==> src/hdl/block_framer_2bit_symbol_sender_assert.svh <==
// Assertion macros for the block framer symbol sender.
`ifndef BLOCK_FRAMER_2BIT_SYMBOL_SENDER_ASSERT_SVH
`define BLOCK_FRAMER_2BIT_SYMBOL_SENDER_ASSERT_SVH

// Same-cycle implication, checked outside reset.
`define FSB_ASSERT_NOW(lbl, a, c) \
  lbl: assert property (@(posedge clk) disable iff (rst) (a) |-> (c)) \
    else $error("framer assertion failed");

// Next-cycle implication, checked outside reset.
`define FSB_ASSERT_NEXT(lbl, a, c) \
  lbl: assert property (@(posedge clk) disable iff (rst) (a) |=> (c)) \
    else $error("framer assertion failed");

`endif

==> src/hdl/fsb_pkg.sv <==
// Types, constants and helper functions shared by the framer modules.
`timescale 1ns / 1ps

package fsb_pkg;

  localparam int BLOCK_BYTES = 16;
  localparam int IDX_W = $clog2(BLOCK_BYTES);
  localparam int CNT_W = $clog2(BLOCK_BYTES + 1);

  localparam logic [1:0] OP_PUSH = 2'd0;
  localparam logic [1:0] OP_END  = 2'd1;
  localparam logic [1:0] OP_TICK = 2'd2;

  localparam logic [1:0] CFG_START    = 2'd0;
  localparam logic [1:0] CFG_LAST     = 2'd1;
  localparam logic [1:0] CFG_CHECKSUM = 2'd2;
  localparam logic [1:0] CFG_END      = 2'd3;

  localparam logic [2:0] RST_START_SYM    = 3'd1;
  localparam logic [2:0] RST_LAST_SYM     = 3'd1;
  localparam logic [2:0] RST_CHECKSUM_SYM = 3'd2;
  localparam logic [2:0] RST_END_SYM      = 3'd3;

  typedef struct packed {
    logic [1:0] opcode;
    logic [7:0] data_byte;
  } item_t;

  typedef struct packed {
    logic       accepted;
    logic       symbol_valid;
    logic [2:0] symbol;
    logic       stream_done;
  } result_t;

  typedef struct packed {
    logic [2:0] start_symbol;
    logic [2:0] last_block_symbol;
    logic [2:0] checksum_marker;
    logic [2:0] end_symbol;
  } cfg_t;

  typedef struct packed {
    logic             we;
    logic [IDX_W-1:0] waddr;
    logic [7:0]       wdata;
    logic [IDX_W-1:0] raddr;
  } store_req_t;

  typedef enum logic [8:0] {
    PH_IDLE     = 9'b000000001,
    PH_LAST     = 9'b000000010,
    PH_START    = 9'b000000100,
    PH_DATA     = 9'b000001000,
    PH_CSMARK   = 9'b000010000,
    PH_CSDATA   = 9'b000100000,
    PH_ENDFRAME = 9'b001000000,
    PH_CLOSE1   = 9'b010000000,
    PH_CLOSE2   = 9'b100000000
  } phase_t;

  // Line symbol for one 2-bit group, MSB group first, clock bit set.
  function automatic logic [2:0] group_symbol(input logic [7:0] b, input logic [1:0] g);
    logic [1:0] pair;
    case (g)
      2'd0:    pair = b[7:6];
      2'd1:    pair = b[5:4];
      2'd2:    pair = b[3:2];
      default: pair = b[1:0];
    endcase
    return {1'b1, pair};
  endfunction

  function automatic logic [3:0] bits_set(input logic [7:0] b);
    logic [3:0] n;
    n = 4'd0;
    for (int i = 0; i < 8; i++) begin
      n = n + {3'd0, b[i]};
    end
    return n;
  endfunction

endpackage

==> src/hdl/block_framer_2bit_symbol_sender.sv <==
// Block framer and 3-bit line symbol sender, top level.
// A taken request is executed in the next cycle, while pending is high; its result
// is registered into result and strobes on done for one cycle.
// While busy, no new request is taken; this paces the store's registered read.
// Reset (synchronous rst): phase idle, counts cleared, symbol registers to defaults;
// store contents are left as they are. The receiver cannot stall results.
`timescale 1ns / 1ps
`include "block_framer_2bit_symbol_sender_assert.svh"

module block_framer_2bit_symbol_sender (
  input  logic             clk,
  input  logic             rst,
  input  logic             start,
  output logic             busy,
  input  fsb_pkg::item_t   item,
  output logic             done,
  output fsb_pkg::result_t result,
  input  logic             cfg_valid,
  output logic             cfg_ready,
  input  logic [1:0]       cfg_index,
  input  logic [2:0]       cfg_data
);
  import fsb_pkg::*;

  logic       pending;
  item_t      item_q;
  cfg_t       cfg;
  store_req_t req;
  logic [7:0] rdata;
  result_t    res;

  assign busy      = pending;
  assign cfg_ready = 1'b1;

  fsb_store u_store (
    .clk   (clk),
    .req   (req),
    .rdata (rdata)
  );

  fsb_framer u_framer (
    .clk   (clk),
    .rst   (rst),
    .exec  (pending),
    .item  (item_q),
    .cfg   (cfg),
    .rdata (rdata),
    .req   (req),
    .res   (res)
  );

  always_ff @(posedge clk) begin
    if (rst) begin
      cfg.start_symbol      <= RST_START_SYM;
      cfg.last_block_symbol <= RST_LAST_SYM;
      cfg.checksum_marker   <= RST_CHECKSUM_SYM;
      cfg.end_symbol        <= RST_END_SYM;
    end else if (cfg_valid && cfg_ready) begin
      case (cfg_index)
        CFG_START:    cfg.start_symbol      <= cfg_data;
        CFG_LAST:     cfg.last_block_symbol <= cfg_data;
        CFG_CHECKSUM: cfg.checksum_marker   <= cfg_data;
        CFG_END:      cfg.end_symbol        <= cfg_data;
        default:      cfg.end_symbol        <= cfg.end_symbol;
      endcase
    end
  end

  // Hold the request for its execution cycle.
  always_ff @(posedge clk) begin
    if (rst) begin
      pending <= 1'b0;
      done    <= 1'b0;
    end else begin
      pending <= start && !pending;
      done    <= pending;
    end
  end

  always_ff @(posedge clk) begin
    if (start && !pending) begin
      item_q <= item;
    end
    if (pending) begin
      result <= res;
    end
  end

  `FSB_ASSERT_NEXT(a_busy_single, busy, !busy && done)
  `FSB_ASSERT_NOW(a_done_after_busy, done, $past(busy))
  `FSB_ASSERT_NOW(a_done_has_symbol, done && result.stream_done, result.symbol_valid)
  `FSB_ASSERT_NOW(a_acc_or_sym, done, !(result.accepted && result.symbol_valid))

endmodule

==> src/hdl/fsb_store.sv <==
// Block store: one write port and one registered read port.
`timescale 1ns / 1ps

module fsb_store (
  input  logic                clk,
  input  fsb_pkg::store_req_t req,
  output logic [7:0]          rdata
);
  import fsb_pkg::*;

  logic [7:0] mem [BLOCK_BYTES];

  always_ff @(posedge clk) begin
    if (req.we) begin
      mem[req.waddr] <= req.wdata;
    end
    rdata <= mem[req.raddr];
  end

endmodule

==> src/hdl/fsb_framer.sv <==
// Framing sequencer: collects bytes into the store and walks the frame symbols.
`timescale 1ns / 1ps

module fsb_framer (
  input  logic                clk,
  input  logic                rst,
  input  logic                exec,
  input  fsb_pkg::item_t      item,
  input  fsb_pkg::cfg_t       cfg,
  input  logic [7:0]          rdata,
  output fsb_pkg::store_req_t req,
  output fsb_pkg::result_t    res
);
  import fsb_pkg::*;

  phase_t           phase, phase_next;
  logic [CNT_W-1:0] fill_count, fill_count_next;
  logic [7:0]       popcount_sum, popcount_sum_next;
  logic [IDX_W-1:0] send_byte_index, send_byte_index_next;
  logic [1:0]       group_index, group_index_next;
  logic             final_block_flag, final_block_flag_next;
  logic             full_block_waiting, full_block_waiting_next;

  logic [CNT_W-1:0] fill_inc;
  logic [CNT_W-1:0] idx_inc;

  assign fill_inc = fill_count + CNT_W'(1);
  assign idx_inc  = {1'b0, send_byte_index} + CNT_W'(1);

  always_comb begin
    phase_next              = phase;
    fill_count_next         = fill_count;
    popcount_sum_next       = popcount_sum;
    send_byte_index_next    = send_byte_index;
    group_index_next        = group_index;
    final_block_flag_next   = final_block_flag;
    full_block_waiting_next = full_block_waiting;
    // The read is issued in the request cycle, so the byte is ready for execution.
    req.raddr               = send_byte_index;
    req.waddr               = fill_count[IDX_W-1:0];
    req.wdata               = item.data_byte;
    req.we                  = 1'b0;
    res                     = '0;

    if (exec) begin
      case (item.opcode)
        OP_PUSH: begin
          if (phase == PH_IDLE && !full_block_waiting &&
              fill_count < CNT_W'(BLOCK_BYTES)) begin
            req.we            = 1'b1;
            fill_count_next   = fill_inc;
            popcount_sum_next = popcount_sum + {4'd0, bits_set(item.data_byte)};
            if (fill_inc >= CNT_W'(BLOCK_BYTES)) begin
              full_block_waiting_next = 1'b1;
            end
            res.accepted = 1'b1;
          end
        end
        OP_END: begin
          if (phase == PH_IDLE) begin
            res.accepted            = 1'b1;
            full_block_waiting_next = 1'b0;
            if (fill_count != '0) begin
              final_block_flag_next = 1'b1;
              phase_next            = PH_LAST;
            end else begin
              phase_next = PH_CLOSE1;
            end
          end
        end
        OP_TICK: begin
          case (phase)
            PH_IDLE: begin
              // A full block goes out as a non-final frame.
              if (full_block_waiting) begin
                full_block_waiting_next = 1'b0;
                res.symbol_valid        = 1'b1;
                res.symbol              = cfg.start_symbol;
                phase_next              = PH_DATA;
                send_byte_index_next    = '0;
                group_index_next        = '0;
              end
            end
            PH_LAST: begin
              res.symbol_valid = 1'b1;
              res.symbol       = cfg.last_block_symbol;
              phase_next       = PH_START;
            end
            PH_START: begin
              res.symbol_valid     = 1'b1;
              res.symbol           = cfg.start_symbol;
              phase_next           = PH_DATA;
              send_byte_index_next = '0;
              group_index_next     = '0;
            end
            PH_DATA: begin
              res.symbol_valid = 1'b1;
              res.symbol       = group_symbol(rdata, group_index);
              if (group_index == 2'd3) begin
                group_index_next     = '0;
                send_byte_index_next = idx_inc[IDX_W-1:0];
                if (idx_inc >= fill_count) begin
                  phase_next = PH_CSMARK;
                end
              end else begin
                group_index_next = group_index + 2'd1;
              end
            end
            PH_CSMARK: begin
              res.symbol_valid = 1'b1;
              res.symbol       = cfg.checksum_marker;
              phase_next       = PH_CSDATA;
              group_index_next = '0;
            end
            PH_CSDATA: begin
              res.symbol_valid = 1'b1;
              res.symbol       = group_symbol(popcount_sum, group_index);
              if (group_index == 2'd3) begin
                group_index_next = '0;
                phase_next       = PH_ENDFRAME;
              end else begin
                group_index_next = group_index + 2'd1;
              end
            end
            PH_ENDFRAME: begin
              res.symbol_valid     = 1'b1;
              res.symbol           = cfg.end_symbol;
              fill_count_next      = '0;
              popcount_sum_next    = '0;
              send_byte_index_next = '0;
              phase_next           = final_block_flag ? PH_CLOSE1 : PH_IDLE;
            end
            PH_CLOSE1: begin
              res.symbol_valid = 1'b1;
              res.symbol       = cfg.end_symbol;
              phase_next       = PH_CLOSE2;
            end
            PH_CLOSE2: begin
              res.symbol_valid      = 1'b1;
              res.symbol            = cfg.end_symbol;
              res.stream_done       = 1'b1;
              final_block_flag_next = 1'b0;
              phase_next            = PH_IDLE;
            end
            default: begin
              phase_next = PH_IDLE;
            end
          endcase
        end
        default: begin
          // unknown opcode: leave everything as it is
        end
      endcase
    end
  end

  always_ff @(posedge clk) begin
    if (rst) begin
      phase              <= PH_IDLE;
      fill_count         <= '0;
      popcount_sum       <= '0;
      send_byte_index    <= '0;
      group_index        <= '0;
      final_block_flag   <= 1'b0;
      full_block_waiting <= 1'b0;
    end else begin
      phase              <= phase_next;
      fill_count         <= fill_count_next;
      popcount_sum       <= popcount_sum_next;
      send_byte_index    <= send_byte_index_next;
      group_index        <= group_index_next;
      final_block_flag   <= final_block_flag_next;
      full_block_waiting <= full_block_waiting_next;
    end
  end

endmodule
==> config.mk <==
export PLATFORM = sky130hd
export DESIGN_NAME = block_framer_2bit_symbol_sender
export DESIGN_NICKNAME = d
export VERILOG_FILES = /design/src/hdl/fsb_pkg.sv /design/src/hdl/block_framer_2bit_symbol_sender.sv /design/src/hdl/fsb_store.sv /design/src/hdl/fsb_framer.sv
export VERILOG_INCLUDE_DIRS = /design/src /design/src/hdl
export SDC_FILE = /design/constraint.sdc
export NUM_CORES = 1
export LEC_CHECK = 0
export ABC_AREA = 1
export BUFFER_PORTS_ARGS = -buffer_cell sky130_fd_sc_hd__clkbuf_2
export CORE_MARGIN = 3
export CORE_UTILIZATION = 40
export DETAILED_ROUTE_END_ITERATION = 10
export PLACE_DENSITY_LB_ADDON = 0.2
export SETUP_SLACK_MARGIN = 0.3
export SLEW_MARGIN = 20
export SYNTH_ARGS = -nofsm -noshare
export SYNTH_HDL_FRONTEND = slang
export SYNTH_SLANG_ARGS = --single-unit
==> constraint.sdc <==
create_clock -name clk -period 4.43 [get_ports clk]
set_input_delay 0.443 -clock clk [delete_from_list [all_inputs] [get_ports clk]]
set_output_delay 0.443 -clock clk [all_outputs]
set_load 0.02 [all_outputs]
# Word-level counts from Yosys, hierarchy flattened
# Memory sizes are Yosys's and may differ from the RTL's. A register that Yosys moved wholly into a read port is not among the register bits.
# Index checks and enable logic that the tools add are counted.
# word_totals
mem_bits_ro,0
input_bits,19
out_inout_bits,9
latchBits,0
reg_bits,60
mem_count,1
ramBits,128
# classes
order_cmp,3
n_addsub,11
eq_ne,30
mul,0
div,0
n_bitwise,0
mux,41
reduce_logical,29
shift,0
# memory_table
name,words,width,rd,rd_ports_with_merged_regs,write_ports,line_no,text
u_store.mem,16,8,1,1,1,fsb_store.sv:11,logic [7:0] mem [BLOCK_BYTES];
# op_table
op,n
$pmux W9 S8,1
$mux W9,5
$mux W8,4
$pmux W4 S7,1
$add A4 B1 Y4,6
$ne A2 B1 Y1 const B,9
$pmux W2 S3,3
$pmux W9 S2,1
$pmux W8 S2,1
$reduce_and A5 Y1,3
$mux W1,13
$mux W4,3
$ne A3 B2 Y1 const B,4
$pmux W4 S3,1
$eq A2 B2 Y1 const B,5
$mux W5,2
$pmux W5 S2,1
$eq A9 B1 Y1 const B,1
$eq A9 B2 Y1 const B,1
$eq A9 B3 Y1 const B,1
$eq A9 B4 Y1 const B,1
$eq A9 B5 Y1 const B,1
$eq A9 B6 Y1 const B,1
$eq A9 B7 Y1 const B,1
other kinds (24),44

# Logic depth before layout (Yosys ltp)
# logic_depth
ltp_word,10
depth_mapped,18
ltp_nobuf,18

# Hierarchy
# From an unflattened synthesis, not the netlist that was laid out.
# hier_totals
cells_unflattened,1081
area_unflattened_um2,9675.5
# modules_own_cells
mod,instances,cells_each,seq_area_each_um2,area_each_um2
fsb_store,1,551,4003.8,5766.8
fsb_framer,1,432,600.6,2835.2
block_framer_2bit_symbol_sender,1,98,760.7,1073.5

# Least setup slack after synthesis
# OpenSTA, ideal clock, no wires.
# synth_timing
path_type,register to register
from,register item_q[0] in the netlist's numbering
to,register u_framer.popcount_sum[6]
stages_incl_launch_ff,16
path_buffers,0
period_less_slack_ns,3.713
path_slack_ns,0.717
setup_ns,0.134
arrival_time_ns,3.580
path_cell_list,edfxtp_1 > ha_1 > inv_1 > fa_1 > fa_1 > fa_1 > fa_1 > fa_1 > inv_1 > nand4_1 > nand2_1 > nand2_1 > nand2_1 > nor2_1 > nand2_1 > a21oi_1
# synth_via
elab_chain_cells,10
# synth_rtl
element,line_no,text
start: declaration,block_framer_2bit_symbol_sender.sv:26,item_t item_q;
start signal: assignment,block_framer_2bit_symbol_sender.sv:82,item_q <= item;
$add A1 B1 Y2,fsb_pkg.sv:78,"n = n + {3'd0, b[i]};"
$add A4 B1 Y4 (6 in series),fsb_pkg.sv:78,
$add A8 B4 Y8,fsb_framer.sv:52,"popcount_sum_next = popcount_sum + {4'd0, bits_set(item.data_byte)};"
$mux W8,fsb_framer.sv:48,if (phase == PH_IDLE && !full_block_waiting &&
$pmux W8 S2,fsb_framer.sv:46,case (item.opcode)
end signal: assignment,fsb_framer.sv:169,popcount_sum <= popcount_sum_next;
end: declaration,fsb_framer.sv:18,"logic [7:0] popcount_sum, popcount_sum_next;"
# Every way passes these cells. The select of a mux whose other input is x is not followed.
# A chain may end at the register's enable or synchronous reset.

# Worst setup path after layout
# layout_timing
from,register item_q[0] in the netlist's numbering
to,register u_framer.popcount_sum[5]
# Same word-level chain as after synthesis.

==> impl_metrics.yaml <==
placed_design:
  hpwl_um: 14040
  port_buffers: 26
  placement.setup.worst_slack_ns: 0.7316
  postPlaceCellArea_mm2: 0.009509
  place_congestion: 0.8250
logic_synthesis:
  dominant_combinational_cell_family_by_area_after_synthesis: "simple AND/OR/NAND/NOR gates"
  synthAdderAreaFrac: 0.04411
  yosys.area_share.xor_xnor: 0.006755
  synth.lib_cells_used.distinct: 44
  synth.mux.area_fraction: 0.02647
  synth.yosys.warnings: 0
  fraction_of_the_mapped_netlist_area_in_compound_gates: 0.08974
  post_synth.cell_area_avg_um2: 10.27
  yosys_register_bits: 196
  synth_fp_nets: 932
  post_synth_inst_count: 884
  synth.yosys.seq_area_share: 0.5911
  cell_area_synth_mm2: 0.009076
  simple_gate_share_of_the_synthesized_area: 0.1956
timing:
  max_slew.worst_pin.slew_ns: 0.9825
  finClkSkew_ns: 0.01762
  fin_tns_setup_ns: 0
  max_slew_violation_count: 0
  finalCritPeriodShare: 0.8397
  fin_crit_ns: 3.720
  rsz_0062_raised_after_global_routing: "no"
  postLayoutSetupSlackWorst_ns: 0.7102
  worst_slew_margin_rel: 0.3426
  fmax_ghz: 0.2688
  finalHoldViolations: 0
  setup_viol: 0
clocking:
  clk_path_buf_depth: 2
  clock_tree_from_tritoncts: "yes"
  htree_levels: 4
  cts_made_buffers: 17
  clk_pin_slew_worst_paths_ns: 0.08
  cts.root.buffer_cell: "sky130_fd_sc_hd__clkbuf_16"
  post-cts-setup-buffers: 0
  cts_num_sinks: 196
  clk-insertion-delay-late_ns: 0.44
  post_cts.resized_instances: 0
  cts_hold_buffers: 0
global_routing:
  first_global_vias: 5925
  grt_antenna_before_repair: 0
  grt-ovfl-total: 0
  gr-usage-all-layers: 0.1751
  grt_pass1_wl_um: 33150
  grt_max_degree: 56
status:
  outcome: "completed"
hold_path:
  hold_class: "input port to flop"
worst_setup_path:
  cp-end-kind: "flop"
  worstPathMaxFanout: 4
  crit_required_ns: 4.81
  worst_ep_arrival_time_ns: 4.10
  startpoint_type: "flop"
  crit_type: "flop to flop"
cells_and_area:
  area_of_the_multi_input_gates_mm2: 0.003296
  insertedDiodeCount: 0
  stdcell_area_mm2: 0.01011
  drive_above_1_share: 0.1216
  final_net_count: 956
  synthToLayoutAreaGrowth_pct: 11.43
  layout.area.seq_mm2: 0.005368
  fin_util: 0.4592
  number_of_fillers_in_the_final_layout: 2078
route:
  drc: 0
  ant_nets: 0
  drt_iter0_drc: 490
  detail_route.vias_per_cell: 5.157
  drt_first_pass_iters: 5
  finalWirelength_um: 20750
  via_count: 6194
  detail_route.wl_per_cell_um: 17.28
die:
  die_x_um: 156.6
  ioPinCount: 28
  initial_core_util: 0.4121
  die_height_um: 156.6
  design.die.area_mm2: 0.02453
  core_mm2: 0.02203
  fp-row-count: 54
pwr:
  pwr-share-comb: 0.071
  switching_share: 0.2583
  power.ir.vdd_worst_mv: 0.2072
  switching_power_w: 0.0009951
  seqPwrFrac: 0.525
  power.internal_w: 0.002858
  power.clock.fraction: 0.403
  power_leakage_nw: 3.726
  cellPowerDensity_mw_per_mm2: 381.0
run:
  drv_cap: 0
[through the flow]
stage	power [W]	hold slack, ns	std cells
after floorplan	0.002259	0.4245	884
after global placement	0.002339	0.4591	1169
after detailed placement	0.002342	0.4626	1169
after CTS	0.003881	0.1580	1201
after global routing	0.004001	0.1539	1201
final	0.003853	0.1736	1201
[cell type report]
cell class | instances | share of cell area
Inverter | 75 | 0.02796
Timing Repair Buffer | 37 | 0.02103
Multi-Input combinational cell | 581 | 0.3259
Tap cell | 280 | 0.03464
Clock buffer | 18 | 0.04243
Sequential cell | 196 | 0.5307
Clock inverter | 14 | 0.01732
[sequential cells by signal, summed over array words and instances (netlist names)]
register,flops
busy,1
u_framer.fill_count,5
done,1
cfg,12
u_store.rdata,8
result,6
u_framer.phase,9
item_q,10
u_framer.send_byte_index,4
u_framer.final_block_flag,1
u_framer.full_block_waiting,1
u_store.mem,128
u_framer.group_index,2
u_framer.popcount_sum,8
[Yosys cell counts, drive strengths merged]
library cell / number / area (µm²)
buf: 9 / 46.29
nand3b: 2 / 15.01
ha: 24 / 300.3
xor2: 5 / 43.79
conb: 1 / 3.750
clkinv: 2 / 8.750
fa: 5 / 100.1
and2: 2 / 12.51
nor2: 152 / 654.4
nor4: 1 / 6.260
edfxtp: 144 / 4324
o32ai: 2 / 17.52
xnor2: 2 / 17.52
a31oi: 1 / 6.260
o21ai: 66 / 341.6
inv: 73 / 274.0
o31ai: 1 / 7.510
or2: 2 / 12.51
nand2: 146 / 611.8
nand4: 6 / 37.54
o211ai: 5 / 37.54
nand3: 61 / 350.3
nor3: 15 / 75.07
a21oi: 30 / 161.4
dfxtp: 52 / 1041
clkbuf: 23 / 86.33
o21bai: 2 / 15.01
mux2i: 24 / 240.2
o221ai: 26 / 227.7
[placed cells by master, fill, tap and decap left out, types with 4 or more instances in the layout]
master,synthesis,routed
sky130_fd_sc_hd__nor2_4,6,6
sky130_fd_sc_hd__nand2_1,136,136
sky130_fd_sc_hd__dfxtp_1,52,50
sky130_fd_sc_hd__fa_1,5,5
sky130_fd_sc_hd__nand4_1,6,6
sky130_fd_sc_hd__mux2i_1,24,24
sky130_fd_sc_hd__o21ai_0,64,64
sky130_fd_sc_hd__nand3_2,4,4
sky130_fd_sc_hd__nor2_1,136,136
sky130_fd_sc_hd__nand2_4,5,5
sky130_fd_sc_hd__a21oi_1,27,27
sky130_fd_sc_hd__nor3_1,15,15
sky130_fd_sc_hd__edfxtp_1,144,144
sky130_fd_sc_hd__clkinv_8,0,5
sky130_fd_sc_hd__o211ai_1,5,5
sky130_fd_sc_hd__nand3_1,55,55
sky130_fd_sc_hd__clkbuf_16,0,17
sky130_fd_sc_hd__ha_1,24,24
sky130_fd_sc_hd__inv_1,70,69
sky130_fd_sc_hd__clkbuf_2,0,26
sky130_fd_sc_hd__buf_4,1,11
sky130_fd_sc_hd__o221ai_1,26,26
sky130_fd_sc_hd__inv_8,0,4
sky130_fd_sc_hd__nand2_2,4,4
sky130_fd_sc_hd__xor2_1,5,5
sky130_fd_sc_hd__nor2_2,9,9
[power groups by stage]
stage / Sequential, W / Clock, W / Combinational, W
after floorplan: 0.00206 / 0 / 0.000197
after global placement: 0.00206 / 0 / 0.000274
after detailed placement: 0.00207 / 0 / 0.000276
after CTS: 0.00202 / 0.00158 / 0.000278
after global routing: 0.00203 / 0.00165 / 0.000319
final: 0.00202 / 0.00155 / 0.000275
[routing by layer]
layer | part of all wire | track usage | vias to the layer above | wire, µm
li1 | - | - | 3099 | -
met1 | 0.50 | 0.2545 | 2967 | 10310
met2 | 0.46 | 0.2747 | 106 | 9533
met3 | 0.030 | 0.02683 | 22 | 632
met4 | 0.013 | 0.04835 | 0 | 274
met5 | 0 | 0 | - | 0
[final timing paths]
kind / endpoint / from / cells after the start / slack [ns]
hold reg to reg: cfg[1] / cfg[1] / 2 / 0.49
setup reg to reg: u_framer.popcount_sum[5] / item_q[0] / 16 / 0.71
hold / removal: item_q[3] / item[3] / 1 / 0.17
setup / recovery: u_framer.popcount_sum[5] / item_q[0] / 16 / 0.71
[logic make-up after synthesis]
| family | Yosys count |
|---|---|
| buffers and inverters | 107 |
| adders and majority gates | 29 |
| AOI/OAI and AO/OA | 133 |
| xor gates and xnor gates | 7 |
| and+or+nand+nor | 387 |
| muxes | 24 |
| DFF | 196 |
| other | 1 |
[critical path, cell delays in order (launching register included)]
cell and delay [ns]:
sky130_fd_sc_hd__edfxtp_1 0.40, sky130_fd_sc_hd__ha_1 0.29, sky130_fd_sc_hd__inv_1 0.04, sky130_fd_sc_hd__fa_1 0.49, sky130_fd_sc_hd__fa_1 0.43, sky130_fd_sc_hd__fa_1 0.41, sky130_fd_sc_hd__fa_1 0.39, sky130_fd_sc_hd__xnor2_1 0.14
sky130_fd_sc_hd__ha_1 0.35, sky130_fd_sc_hd__nand3_1 0.09, sky130_fd_sc_hd__nand2_1 0.11, sky130_fd_sc_hd__nand2_1 0.07, sky130_fd_sc_hd__a21oi_1 0.18, sky130_fd_sc_hd__nand3_1 0.10, sky130_fd_sc_hd__nand2_1 0.06, sky130_fd_sc_hd__nand2_1 0.05
sky130_fd_sc_hd__nor2_1 0.07
No activity file was read; power rests on OpenSTA's default activity.
